`src/hw/rtl/atps_pkg.sv`:
```
// Package with types, codes, the pattern lookup and the jingle note table.
package atps_pkg;

    localparam int JINGLE_NOTES_DEF = 8;
    localparam int CFG_IDX_W        = 8;
    localparam int CFG_DATA_W       = 32;

    localparam logic [1:0] VOICE_NONE    = 2'd0;
    localparam logic [1:0] VOICE_TRAFFIC = 2'd1;
    localparam logic [1:0] VOICE_JINGLE  = 2'd2;

    localparam logic [1:0] LVL_NONE      = 2'd0;
    localparam logic [1:0] LVL_INFO      = 2'd1;
    localparam logic [1:0] LVL_IMPORTANT = 2'd2;
    localparam logic [1:0] LVL_URGENT    = 2'd3;

    localparam logic [CFG_IDX_W-1:0] REG_INFO_TONE  = 8'd0;
    localparam logic [CFG_IDX_W-1:0] REG_INFO_COUNT = 8'd1;
    localparam logic [CFG_IDX_W-1:0] REG_PAIR_TONE  = 8'd2;
    localparam logic [CFG_IDX_W-1:0] REG_PAIR_COUNT = 8'd3;
    localparam logic [CFG_IDX_W-1:0] REG_TRAIN_TONE = 8'd4;
    localparam logic [CFG_IDX_W-1:0] REG_TRAIN_CNT  = 8'd5;
    localparam logic [CFG_IDX_W-1:0] REG_REANNOUNCE = 8'd6;

    typedef struct packed {
        logic [15:0] info_tone_ms;
        logic [7:0]  info_count;
        logic [15:0] pair_tone_ms;
        logic [7:0]  pair_count;
        logic [15:0] train_tone_ms;
        logic [7:0]  train_count;
        logic [31:0] repeat_ms;
    } cfg_t;

    typedef struct packed {
        logic [15:0] tone;
        logic [15:0] gap;
        logic [7:0]  count;
        logic [31:0] reannounce;
    } pat_t;

    typedef struct packed {
        logic [15:0] hz;
        logic [15:0] tone_ms;
        logic [15:0] gap_ms;
    } note_t;

    // Commands from the controller to the datapath.
    typedef struct packed {
        logic latch;
        logic front;
        logic step;
        logic result;
    } cmd_t;

    // Status from the datapath to the controller.
    typedef struct packed {
        logic run_en;
        logic step_done;
        logic res_free;
    } sts_t;

    // Tone pattern for a traffic level, taken from the registers.
    function automatic pat_t traffic_pattern(logic [1:0] level, cfg_t cfg);
        pat_t p;
        p = '0;
        unique case (level)
            LVL_INFO:
            begin
                p.tone  = cfg.info_tone_ms;
                p.count = cfg.info_count;
            end
            LVL_IMPORTANT:
            begin
                p.tone  = cfg.pair_tone_ms;
                p.gap   = cfg.pair_tone_ms;
                p.count = cfg.pair_count;
            end
            LVL_URGENT:
            begin
                p.tone       = cfg.train_tone_ms;
                p.gap        = cfg.train_tone_ms;
                p.count      = cfg.train_count;
                p.reannounce = cfg.repeat_ms;
            end
            default: p = '0;
        endcase
        return p;
    endfunction

    // First-fix jingle notes; a zero gap ends the jingle.
    function automatic note_t jingle_note(logic [5:0] idx);
        note_t n;
        unique case (idx)
            6'd0:    n = '{16'd523,  16'd80,  16'd20};
            6'd1:    n = '{16'd659,  16'd80,  16'd20};
            6'd2:    n = '{16'd784,  16'd80,  16'd20};
            6'd3:    n = '{16'd1047, 16'd120, 16'd40};
            6'd4:    n = '{16'd784,  16'd80,  16'd20};
            6'd5:    n = '{16'd1047, 16'd80,  16'd20};
            6'd6:    n = '{16'd1319, 16'd80,  16'd20};
            6'd7:    n = '{16'd1568, 16'd240, 16'd0};
            default: n = '0;
        endcase
        return n;
    endfunction

endpackage

```
`src/hw/rtl/atps_upd_if.sv`:
```
// Update channel interface carrying one input item.
interface atps_upd_if;
    logic        valid;
    logic        ready;
    logic        running;
    logic        enabled;
    logic [1:0]  alert_level;
    logic        escalated;
    logic        fix_req;
    logic [31:0] now_ms;

    modport source (output valid, running, enabled, alert_level, escalated, fix_req,
                    now_ms, input ready);
    modport sink (input valid, running, enabled, alert_level, escalated, fix_req,
                  now_ms, output ready);
endinterface

```
`src/hw/rtl/atps_res_if.sv`:
```
// Result channel interface carrying one tone item.
interface atps_res_if;
    logic        valid;
    logic        ready;
    logic        tone_on;
    logic [1:0]  tone_lvl;
    logic [15:0] tone_freq_hz;
    logic        changed;

    modport source (output valid, tone_on, tone_lvl, tone_freq_hz, changed, input ready);
    modport sink (input valid, tone_on, tone_lvl, tone_freq_hz, changed, output ready);
endinterface

```
`src/hw/rtl/atps_cfg_if.sv`:
```
// Configuration write channel interface.
interface atps_cfg_if;
    logic        valid;
    logic        ready;
    logic [7:0]  index;
    logic [31:0] data;

    modport source (output valid, index, data, input ready);
    modport sink (input valid, index, data, output ready);
endinterface

```
`src/hw/rtl/alert_tone_pattern_sequencer.sv`:
```
// Top level of the alert tone pattern sequencer.
// Usage:
// The upd channel takes one update item: system flags, alert level, escalation,
// first-fix request and the time in milliseconds. The res channel returns one
// item per update: tone on, tone level, jingle frequency and a changed flag.
// The cfg channel writes the pattern registers; it is always ready and should
// be used only while the block is idle.
// A running and enabled update steps through the tone and gap phases that have
// elapsed, one per cycle through a single subtract-and-compare unit, before its
// result is loaded; the phases caught up reach about twice the beep count of the
// pattern, or 15 for the jingle. A silenced update skips the steps.
// The next update is accepted in the cycle after the result is loaded.
// A stalled receiver holds the result in the output register; the next update
// is still accepted and worked, then waits for the output register, which
// holds off further updates.
// Reset silences the voice, clears the history used for the changed flag and
// loads the register defaults.
module alert_tone_pattern_sequencer #(
    parameter int JINGLE_NOTES = atps_pkg::JINGLE_NOTES_DEF
) (
    input logic   clk,
    input logic   rst_n,
    atps_upd_if.sink   upd,
    atps_res_if.source res,
    atps_cfg_if.sink   cfg
);
    import atps_pkg::*;

    cmd_t cmd;
    sts_t sts;

    assign cfg.ready = 1'b1;

    atps_ctrl u_ctrl (
        .clk      (clk),
        .rst_n    (rst_n),
        .in_valid (upd.valid),
        .in_ready (upd.ready),
        .sts      (sts),
        .cmd      (cmd)
    );

    atps_datapath #(
        .JINGLE_NOTES (JINGLE_NOTES)
    ) u_dp (
        .clk          (clk),
        .rst_n        (rst_n),
        .running      (upd.running),
        .enabled      (upd.enabled),
        .alert_level  (upd.alert_level),
        .escalated    (upd.escalated),
        .fix_req      (upd.fix_req),
        .now_ms       (upd.now_ms),
        .cfg_valid    (cfg.valid),
        .cfg_index    (cfg.index),
        .cfg_data     (cfg.data),
        .res_ready    (res.ready),
        .res_valid    (res.valid),
        .tone_on      (res.tone_on),
        .tone_lvl     (res.tone_lvl),
        .tone_freq_hz (res.tone_freq_hz),
        .changed      (res.changed),
        .cmd          (cmd),
        .sts          (sts)
    );

endmodule

```
`src/hw/rtl/atps_ctrl.sv`:
```
// Controller state machine sequencing update, catch-up steps and result.
module atps_ctrl (
    input  logic           clk,
    input  logic           rst_n,
    input  logic           in_valid,
    output logic           in_ready,
    input  atps_pkg::sts_t sts,
    output atps_pkg::cmd_t cmd
);
    import atps_pkg::*;

    localparam logic [1:0] S_IDLE  = 2'd0;
    localparam logic [1:0] S_FRONT = 2'd1;
    localparam logic [1:0] S_ADV   = 2'd2;
    localparam logic [1:0] S_OUT   = 2'd3;

    logic [1:0] state_reg;
    logic [1:0] state_next;

    // Next state and commands.
    always_comb
    begin
        state_next = state_reg;
        cmd        = '0;
        in_ready   = 1'b0;
        unique case (state_reg)
            S_IDLE:
            begin
                in_ready = 1'b1;
                if (in_valid)
                begin
                    cmd.latch  = 1'b1;
                    state_next = S_FRONT;
                end
            end
            S_FRONT:
            begin
                cmd.front  = 1'b1;
                state_next = sts.run_en ? S_ADV : S_OUT;
            end
            S_ADV:
            begin
                cmd.step = 1'b1;
                if (sts.step_done)
                    state_next = S_OUT;
            end
            S_OUT:
            begin
                if (sts.res_free)
                begin
                    cmd.result = 1'b1;
                    state_next = S_IDLE;
                end
            end
            default: state_next = S_IDLE;
        endcase
    end

    // State register.
    always_ff @(posedge clk or negedge rst_n)
    begin
        if (!rst_n)
            state_reg <= S_IDLE;
        else
            state_reg <= state_next;
    end

endmodule

```
`src/hw/rtl/atps_datapath.sv`:
```
// Datapath with registers, voice state, one catch-up phase per step and result register.
module atps_datapath #(
    parameter int JINGLE_NOTES = atps_pkg::JINGLE_NOTES_DEF
) (
    input  logic                             clk,
    input  logic                             rst_n,
    input  logic                             running,
    input  logic                             enabled,
    input  logic [1:0]                       alert_level,
    input  logic                             escalated,
    input  logic                             fix_req,
    input  logic [31:0]                      now_ms,
    input  logic                             cfg_valid,
    input  logic [atps_pkg::CFG_IDX_W-1:0]  cfg_index,
    input  logic [atps_pkg::CFG_DATA_W-1:0] cfg_data,
    input  logic                             res_ready,
    output logic                             res_valid,
    output logic                             tone_on,
    output logic [1:0]                       tone_lvl,
    output logic [15:0]                      tone_freq_hz,
    output logic                             changed,
    input  atps_pkg::cmd_t                   cmd,
    output atps_pkg::sts_t                   sts
);
    import atps_pkg::*;

    localparam int NIDX_W = (JINGLE_NOTES > 1) ? $clog2(JINGLE_NOTES) : 1;

    cfg_t cfg_reg, cfg_next;

    // Latched update fields.
    logic        run_reg, run_next, en_reg, en_next, esc_reg, esc_next, ff_reg, ff_next;
    logic [1:0]  lvl_in_reg, lvl_in_next;
    logic [31:0] now_reg, now_next;

    // Voice state.
    logic [1:0]        voice_reg, voice_next, level_reg, level_next;
    logic [31:0]       ann_reg, ann_next, ps_reg, ps_next;
    logic [NIDX_W-1:0] idx_reg, idx_next;
    logic [15:0]       freq_reg, freq_next;
    logic [7:0]        said_reg, said_next;
    logic              tone_reg, tone_next;
    pat_t              pat_reg, pat_next;

    // Previous result and the result register.
    logic        last_on_reg, last_on_next;
    logic [1:0]  last_lvl_reg, last_lvl_next;
    logic [15:0] last_hz_reg, last_hz_next;
    logic        ovalid_reg, ovalid_next;
    logic        oon_reg, oon_next, och_reg, och_next;
    logic [1:0]  olvl_reg, olvl_next;
    logic [15:0] ohz_reg, ohz_next;

    logic step_done;

    // Register writes; indexes beyond the list are ignored.
    always_comb
    begin
        cfg_next = cfg_reg;
        if (cfg_valid)
        begin
            unique case (cfg_index)
                REG_INFO_TONE:  cfg_next.info_tone_ms  = cfg_data[15:0];
                REG_INFO_COUNT: cfg_next.info_count    = cfg_data[7:0];
                REG_PAIR_TONE:  cfg_next.pair_tone_ms  = cfg_data[15:0];
                REG_PAIR_COUNT: cfg_next.pair_count    = cfg_data[7:0];
                REG_TRAIN_TONE: cfg_next.train_tone_ms = cfg_data[15:0];
                REG_TRAIN_CNT:  cfg_next.train_count   = cfg_data[7:0];
                REG_REANNOUNCE: cfg_next.repeat_ms     = cfg_data;
                default:        cfg_next = cfg_reg;
            endcase
        end
    end

    // Voice update for the current command.
    always_comb
    begin
        pat_t        p;
        note_t       n;
        logic [31:0] d_phase;
        logic [31:0] d_ann;
        logic        on;
        logic [1:0]  lvl_o;
        logic [15:0] hz_o;

        run_next = run_reg; en_next = en_reg; esc_next = esc_reg; ff_next = ff_reg;
        lvl_in_next = lvl_in_reg; now_next = now_reg;
        voice_next = voice_reg; level_next = level_reg; ann_next = ann_reg;
        ps_next = ps_reg; idx_next = idx_reg; freq_next = freq_reg;
        said_next = said_reg; tone_next = tone_reg; pat_next = pat_reg;
        last_on_next = last_on_reg; last_lvl_next = last_lvl_reg;
        last_hz_next = last_hz_reg;
        oon_next = oon_reg; olvl_next = olvl_reg; ohz_next = ohz_reg; och_next = och_reg;
        ovalid_next = ovalid_reg && !res_ready;
        step_done = 1'b1;
        p = '0;
        n = '0;
        d_phase = now_reg - ps_reg;
        d_ann   = now_reg - ann_reg;
        on    = (voice_reg != VOICE_NONE) && tone_reg;
        lvl_o = on ? level_reg : LVL_NONE;
        hz_o  = on ? freq_reg : 16'd0;

        priority if (cmd.latch)
        begin
            run_next = running; en_next = enabled; esc_next = escalated;
            ff_next = fix_req; lvl_in_next = alert_level; now_next = now_ms;
        end
        else if (cmd.front)
        begin
            if (!(run_reg && en_reg))
            begin
                voice_next = VOICE_NONE; freq_next = '0; level_next = LVL_NONE;
                said_next = '0; tone_next = 1'b0;
            end
            else
            begin
                if (lvl_in_reg != LVL_NONE)
                begin
                    // Traffic start on a new level or escalation.
                    if (voice_reg != VOICE_TRAFFIC || level_reg != lvl_in_reg || esc_reg)
                    begin
                        p = traffic_pattern(lvl_in_reg, cfg_reg);
                        voice_next = VOICE_TRAFFIC; level_next = lvl_in_reg; pat_next = p;
                        ann_next = now_reg; ps_next = now_reg; idx_next = '0;
                        freq_next = '0;
                        said_next = (p.count != 8'd0) ? 8'd1 : 8'd0;
                        tone_next = (p.count != 8'd0) && (p.tone != 16'd0);
                        if (!tone_next)
                        begin
                            voice_next = VOICE_NONE; level_next = LVL_NONE;
                            said_next = '0;
                        end
                    end
                end
                else if (voice_reg == VOICE_TRAFFIC)
                begin
                    voice_next = VOICE_NONE; freq_next = '0; level_next = LVL_NONE;
                    said_next = '0; tone_next = 1'b0;
                end
                // Jingle start while no traffic voice is active.
                if (ff_reg && voice_next != VOICE_TRAFFIC)
                begin
                    voice_next = VOICE_JINGLE; level_next = LVL_NONE; pat_next = '0;
                    ann_next = now_reg; ps_next = now_reg; idx_next = '0;
                    freq_next = jingle_note(6'd0).hz; said_next = 8'd1; tone_next = 1'b1;
                end
            end
        end
        else if (cmd.step)
        begin
            unique case (voice_reg)
                VOICE_JINGLE:
                begin
                    n = jingle_note(6'(idx_reg));
                    if (tone_reg)
                    begin
                        if (d_phase >= {16'd0, n.tone_ms})
                        begin
                            ps_next = ps_reg + {16'd0, n.tone_ms};
                            tone_next = 1'b0;
                            step_done = 1'b0;
                        end
                    end
                    else if (n.gap_ms == 16'd0 ||
                             (7'(idx_reg) + 7'd1) >= 7'(JINGLE_NOTES))
                    begin
                        voice_next = VOICE_NONE; freq_next = '0; level_next = LVL_NONE;
                        said_next = '0; tone_next = 1'b0;
                    end
                    else if (d_phase >= {16'd0, n.gap_ms})
                    begin
                        ps_next = ps_reg + {16'd0, n.gap_ms};
                        idx_next = idx_reg + NIDX_W'(1);
                        said_next = said_reg + 8'd1;
                        freq_next = jingle_note(6'(idx_reg) + 6'd1).hz;
                        tone_next = 1'b1;
                        step_done = 1'b0;
                    end
                end
                VOICE_TRAFFIC:
                begin
                    if (tone_reg)
                    begin
                        if (d_phase >= {16'd0, pat_reg.tone})
                        begin
                            ps_next = ps_reg + {16'd0, pat_reg.tone};
                            tone_next = 1'b0;
                            step_done = 1'b0;
                        end
                    end
                    else if (said_reg >= pat_reg.count || pat_reg.gap == 16'd0)
                    begin
                        // Pattern over: restart once the re-announce interval is up.
                        if (pat_reg.reannounce != 32'd0 && d_ann >= pat_reg.reannounce)
                        begin
                            p = traffic_pattern(level_reg, cfg_reg);
                            pat_next = p;
                            ann_next = now_reg; ps_next = now_reg; idx_next = '0;
                            freq_next = '0;
                            said_next = (p.count != 8'd0) ? 8'd1 : 8'd0;
                            tone_next = (p.count != 8'd0) && (p.tone != 16'd0);
                            if (!tone_next)
                            begin
                                voice_next = VOICE_NONE; level_next = LVL_NONE;
                                said_next = '0;
                            end
                        end
                    end
                    else if (d_phase >= {16'd0, pat_reg.gap})
                    begin
                        ps_next = ps_reg + {16'd0, pat_reg.gap};
                        tone_next = 1'b1;
                        said_next = said_reg + 8'd1;
                        step_done = 1'b0;
                    end
                end
                default: step_done = 1'b1;
            endcase
        end
        else if (cmd.result)
        begin
            oon_next = on; olvl_next = lvl_o; ohz_next = hz_o;
            och_next = (on != last_on_reg) || (lvl_o != last_lvl_reg) ||
                       (hz_o != last_hz_reg);
            last_on_next = on; last_lvl_next = lvl_o; last_hz_next = hz_o;
            ovalid_next = 1'b1;
        end
    end

    // Control and state registers.
    always_ff @(posedge clk or negedge rst_n)
    begin
        if (!rst_n)
        begin
            cfg_reg <= '{16'd60, 8'd1, 16'd150, 8'd2, 16'd100, 8'd5, 32'd10000};
            voice_reg <= VOICE_NONE; level_reg <= LVL_NONE; ann_reg <= '0; ps_reg <= '0;
            idx_reg <= '0; freq_reg <= '0; said_reg <= '0; tone_reg <= 1'b0;
            pat_reg <= '0;
            last_on_reg <= 1'b0; last_lvl_reg <= '0; last_hz_reg <= '0;
            ovalid_reg <= 1'b0;
        end
        else
        begin
            cfg_reg <= cfg_next;
            voice_reg <= voice_next; level_reg <= level_next; ann_reg <= ann_next;
            ps_reg <= ps_next; idx_reg <= idx_next; freq_reg <= freq_next;
            said_reg <= said_next; tone_reg <= tone_next; pat_reg <= pat_next;
            last_on_reg <= last_on_next; last_lvl_reg <= last_lvl_next;
            last_hz_reg <= last_hz_next;
            ovalid_reg <= ovalid_next;
        end
    end

    // Payload registers.
    always_ff @(posedge clk)
    begin
        run_reg <= run_next; en_reg <= en_next; esc_reg <= esc_next; ff_reg <= ff_next;
        lvl_in_reg <= lvl_in_next; now_reg <= now_next;
        oon_reg <= oon_next; olvl_reg <= olvl_next; ohz_reg <= ohz_next;
        och_reg <= och_next;
    end

    assign sts.run_en    = run_reg && en_reg;
    assign sts.step_done = step_done;
    assign sts.res_free  = !ovalid_reg || res_ready;

    assign res_valid    = ovalid_reg;
    assign tone_on      = oon_reg;
    assign tone_lvl     = olvl_reg;
    assign tone_freq_hz = ohz_reg;
    assign changed      = och_reg;

endmodule

```
`src/flat_wrapper.sv`:
```
// flat-port wrapper written by rule: the top's interface ports become plain ports
module alert_tone_pattern_sequencer_flat import atps_pkg::*;
#(
    parameter int JINGLE_NOTES = atps_pkg::JINGLE_NOTES_DEF
)
  (clk, rst_n, upd_valid, upd_running, upd_enabled, upd_alert_level, upd_escalated, upd_fix_req, upd_now_ms, upd_ready, res_valid, res_tone_on, res_tone_lvl, res_tone_freq_hz, res_changed, res_ready, cfg_valid, cfg_index, cfg_data, cfg_ready);
  atps_upd_if upd_i ();
  atps_res_if res_i ();
  atps_cfg_if cfg_i ();
  input logic clk;
  input logic rst_n;
  input wire logic [$bits(upd_i.valid)-1:0] upd_valid;
  input wire logic [$bits(upd_i.running)-1:0] upd_running;
  input wire logic [$bits(upd_i.enabled)-1:0] upd_enabled;
  input wire logic [$bits(upd_i.alert_level)-1:0] upd_alert_level;
  input wire logic [$bits(upd_i.escalated)-1:0] upd_escalated;
  input wire logic [$bits(upd_i.fix_req)-1:0] upd_fix_req;
  input wire logic [$bits(upd_i.now_ms)-1:0] upd_now_ms;
  output wire logic [$bits(upd_i.ready)-1:0] upd_ready;
  output wire logic [$bits(res_i.valid)-1:0] res_valid;
  output wire logic [$bits(res_i.tone_on)-1:0] res_tone_on;
  output wire logic [$bits(res_i.tone_lvl)-1:0] res_tone_lvl;
  output wire logic [$bits(res_i.tone_freq_hz)-1:0] res_tone_freq_hz;
  output wire logic [$bits(res_i.changed)-1:0] res_changed;
  input wire logic [$bits(res_i.ready)-1:0] res_ready;
  input wire logic [$bits(cfg_i.valid)-1:0] cfg_valid;
  input wire logic [$bits(cfg_i.index)-1:0] cfg_index;
  input wire logic [$bits(cfg_i.data)-1:0] cfg_data;
  output wire logic [$bits(cfg_i.ready)-1:0] cfg_ready;
  assign upd_i.valid = upd_valid;
  assign upd_i.running = upd_running;
  assign upd_i.enabled = upd_enabled;
  assign upd_i.alert_level = upd_alert_level;
  assign upd_i.escalated = upd_escalated;
  assign upd_i.fix_req = upd_fix_req;
  assign upd_i.now_ms = upd_now_ms;
  assign upd_ready = upd_i.ready;
  assign res_valid = res_i.valid;
  assign res_tone_on = res_i.tone_on;
  assign res_tone_lvl = res_i.tone_lvl;
  assign res_tone_freq_hz = res_i.tone_freq_hz;
  assign res_changed = res_i.changed;
  assign res_i.ready = res_ready;
  assign cfg_i.valid = cfg_valid;
  assign cfg_i.index = cfg_index;
  assign cfg_i.data = cfg_data;
  assign cfg_ready = cfg_i.ready;
  alert_tone_pattern_sequencer #(.JINGLE_NOTES(JINGLE_NOTES)) u_core (.clk(clk), .rst_n(rst_n), .upd(upd_i), .res(res_i), .cfg(cfg_i));
endmodule
```
`config.mk`:
```
export PLATFORM = sky130hd
export DESIGN_NAME = alert_tone_pattern_sequencer_flat
export DESIGN_NICKNAME = d
export VERILOG_FILES = /design/src/hw/rtl/atps_pkg.sv /design/src/hw/rtl/atps_upd_if.sv /design/src/hw/rtl/atps_res_if.sv /design/src/hw/rtl/atps_cfg_if.sv /design/src/hw/rtl/alert_tone_pattern_sequencer.sv /design/src/hw/rtl/atps_ctrl.sv /design/src/hw/rtl/atps_datapath.sv /design/src/flat_wrapper.sv
export SDC_FILE = /design/constraint.sdc
export NUM_CORES = 1
export LEC_CHECK = 0
export BUFFER_PORTS_ARGS = -buffer_cell sky130_fd_sc_hd__buf_2
export CAP_MARGIN = 40
export CELL_PAD_IN_SITES_DETAIL_PLACEMENT = 1
export CELL_PAD_IN_SITES_GLOBAL_PLACEMENT = 2
export CORE_MARGIN = 2
export CORE_UTILIZATION = 43
export DETAILED_ROUTE_END_ITERATION = 8
export PLACE_DENSITY_LB_ADDON = 0.1
export SLEW_MARGIN = 10
export SYNTH_ARGS = -nofsm -noshare
export SYNTH_HDL_FRONTEND = slang
export SYNTH_SLANG_ARGS = --single-unit
```
`constraint.sdc`:
```
create_clock -name clk -period 17.44 [get_ports clk]
set_input_delay 3.488 -clock clk [delete_from_list [all_inputs] [get_ports clk]]
set_output_delay 3.488 -clock clk [all_outputs]
set_load 0.05 [all_outputs]
```
==> results.toml <==
[run_status]
status = "completed"

[clocking]
cts_resized = 0
clk_latency_ns = 0.58
cts.clk_slew.worst_paths_ns = 0.06
cts_hold_buffers = 0
cts_buffers = 40
cts_setup_buffers = 0
cts.sinks = 331
cts_tree = "built"
cts_buffer_depth = 3
htree_levels = 2
cts-root-buf = "clkbuf_16"

[global_route]
overflow = 0
antenna_found_initial = 1
grt_usage_pct = 28.5
top_usage_layer = "met2"
grt_pass1_vias = 22200
grt_use_met3_pct = 3.36
grt_pass1_wl_mm = 131
grt_max_degree = 115
grt.met2_usage_pct = 45.7
grt_use_met1_pct = 39.4

[worst_hold_path]
hp-start = "u_core.u_dp.ann_reg[12]$_DFFE_PN0P_"
holdCritPathClass = "reg2reg"
holdPathStages = 2
hold_end = "u_core.u_dp.ann_reg[12]$_DFFE_PN0P_"

[route]
antenna_left = 0
drcViolationCount = 0
drt-pass1-iter-count = 5
vias = 21300
routed_wl_mm = 84.3
via_per_inst = 5.99
avgRoutedWirePerCell_um = 23.8
drtIter0Drc = 1356

[synth]
synth_area_leaders = "dfrtp_1, ha_1, mux2_2"
seq_area_frac_synth_pct = 35.2
synth_cell_types = 90
async_flop_share_pct = 84.6
synthCells = 2706
synthFlopType = "dfrtp_1"
synth_edf_count = 51
yosysWarnings = 0
ys_ff_latch = 331
synth_top_area_share_pct = 26.8
yosysTopAreaCell = "dfrtp_1"
avgSynthCellArea_um2 = 8.98
syn-cell-area_um2 = 24300

[worst_setup_path]
cp-start-kind = "flop"
cp_slowest_cell = "buf_4"
r2r_setup_slack_ns = 9.87
cp_max_fo = 72
arrival_ns = 8.02
cp-startpoint = "u_core.u_dp.now_reg[1]$_DFFE_PP_"
critPathMostFrequentCell = "o21ai_0"
max_stage_delay_ns = 0.66
worstReg2RegStart = "u_core.u_dp.now_reg[1]$_DFFE_PP_"
crit_path_end_kind = "flop"
r2r.worst_path.cells = 28
reg2reg_to = "u_core.u_dp.pat_reg[1]$_DFFE_PN0P_"
crit_type = "reg2reg"
required_ns = 17.89

[layout]
nFillCells = 6551
nets = 3047
layout-drive-gt1-share_pct = 16.5
largest_reg_flops = 104
final_common_cell = "nand2_1"
synthToLayoutAreaGrowth_pct = 10.9
antenna_cells = 0
final_area_um2 = 27000
layout_common_cells = "nand2_1, dfrtp_1, inv_1, o21ai_0, ha_1"

[sta]
tns_ns = 0
finalMaxSlewViolations = 0
finalCriticalPeriod_ns = 7.57
max_slew_margin_pct = 35.1
final_hold_viol_count = 0
max_clock_freq_mhz = 132
clock_skew_ns = 0.0256
setup_slack_ns = 9.87
finalSetupViolCount = 0
worstMarginPinSlew_ns = 0.974
fin_crit_sh_pct = 43.4
rsz0062_at_grt = "false"

[power]
power_leakage_nw = 11.9
powerDensity_nw_per_um2 = 196
ir_worst_vdd_mv = 0.0730

[placed_design]
globalplace.congestion = 0.923
placed_area_um2 = 25700
hpwl_mm = 63.6
pre_cts_slack_ns = 9.96
port_buffers = 98

[floorplan]
initial_core_util_pct = 43.3
die_x_um = 242
core_area_um2 = 56200
io_pins = 106
dieArea_um2 = 58400
fp-row-count = 87
die_y_um = 242

[run]
max_cap_violations = 0
==> through the flow <==
stage	hold slack [ns]	util (%)	total power, mW	cells
CTS	0.493	48.0	5.27	3549
global route	0.520	48.0	5.70	3549
global placement	0.465	45.4	4.28	3467
detailed placement	0.480	45.7	4.40	3476
finish	0.489	48.0	5.29	3549
floorplan	0.450	-	3.42	2711
==> report_power, final <==
group          switching [mW]  internal, mW
registers               0.189         0.970
clock network           0.358         0.475
logic                    2.06          1.24
==> worst max-delay path, delay by kind of cell, from the launching register on <==
family | cells | cell delay, ns
flops | 1 | 0.54
fa+ha+maj | 2 | 0.65
mux | 1 | 0.20
compound gates | 18 | 3.81
simple gates | 3 | 0.37
buf+inv | 4 | 1.72
==> worst max path at each step <==
stage          slack, ns                             endpoint  cells after the start
2_1_floorplan      11.71  u_core.u_dp.ann_reg[11]$_DFFE_PN0P_                     26
3_3_place_gp        9.78  u_core.u_dp.pat_reg[56]$_DFFE_PN0P_                     26
3_5_place_dp        9.96   u_core.u_dp.pat_reg[6]$_DFFE_PN0P_                     28
4_1_cts             9.89   u_core.u_dp.pat_reg[1]$_DFFE_PN0P_                     28
5_1_grt             9.23   u_core.u_dp.pat_reg[2]$_DFFE_PN0P_                     28
6_report            9.87   u_core.u_dp.pat_reg[1]$_DFFE_PN0P_                     28
==> routing by layer <==
| layer | vias up | wire, um |
|---|---|---|
| met5 | - | 0 |
| met4 | 0 | 3270 |
| met3 | 149 | 3800 |
| met2 | 532 | 38100 |
| met1 | 10700 | 39100 |
| li1 | 9881 | - |
==> cell type report <==
| type | instances | area, um2 | area share, % |
|---|---|---|---|
| clock buffers | 60 | 1190 | 4.40 |
| clock inverters | 13 | 113 | 0.418 |
| inverters | 214 | 803 | 2.98 |
| multi-input cells | 2034 | 14500 | 53.6 |
| flip-flops and latches | 331 | 8560 | 31.8 |
| well taps | 756 | 946 | 3.51 |
| repair buffers | 141 | 882 | 3.27 |
==> Yosys cell counts (23+ instances only) <==
cell type / number
nand2_1: 270
dfrtp_1: 260
inv_1: 211
o21ai_0: 205
ha_1: 197
mux2_2: 188
nor2_1: 181
a21oi_1: 174
clkbuf_1: 95
xnor2_1: 75
a21o_1: 65
edfxtp_1: 51
nand3_1: 49
a22oi_1: 45
xor2_1: 37
nand4_1: 35
a211oi_1: 32
nand2b_1: 29
nor4_1: 28
nor2b_1: 26
nor3_1: 26
a31oi_1: 24
o21a_1: 23
==> cell families after synthesis <==
kind of cell / synth area share [%]
AND/OR/NAND/NOR: 14.1
flip-flops: 35.2
buffers and inverters: 5.63
multiplexers: 9.64
AO/OA/AOI/OAI: 20.8
adder cells (fa/ha/maj): 10.6
other: 0.0309
XOR/XNOR: 4.04
Note: power is estimated with default switching activity, not from simulation.
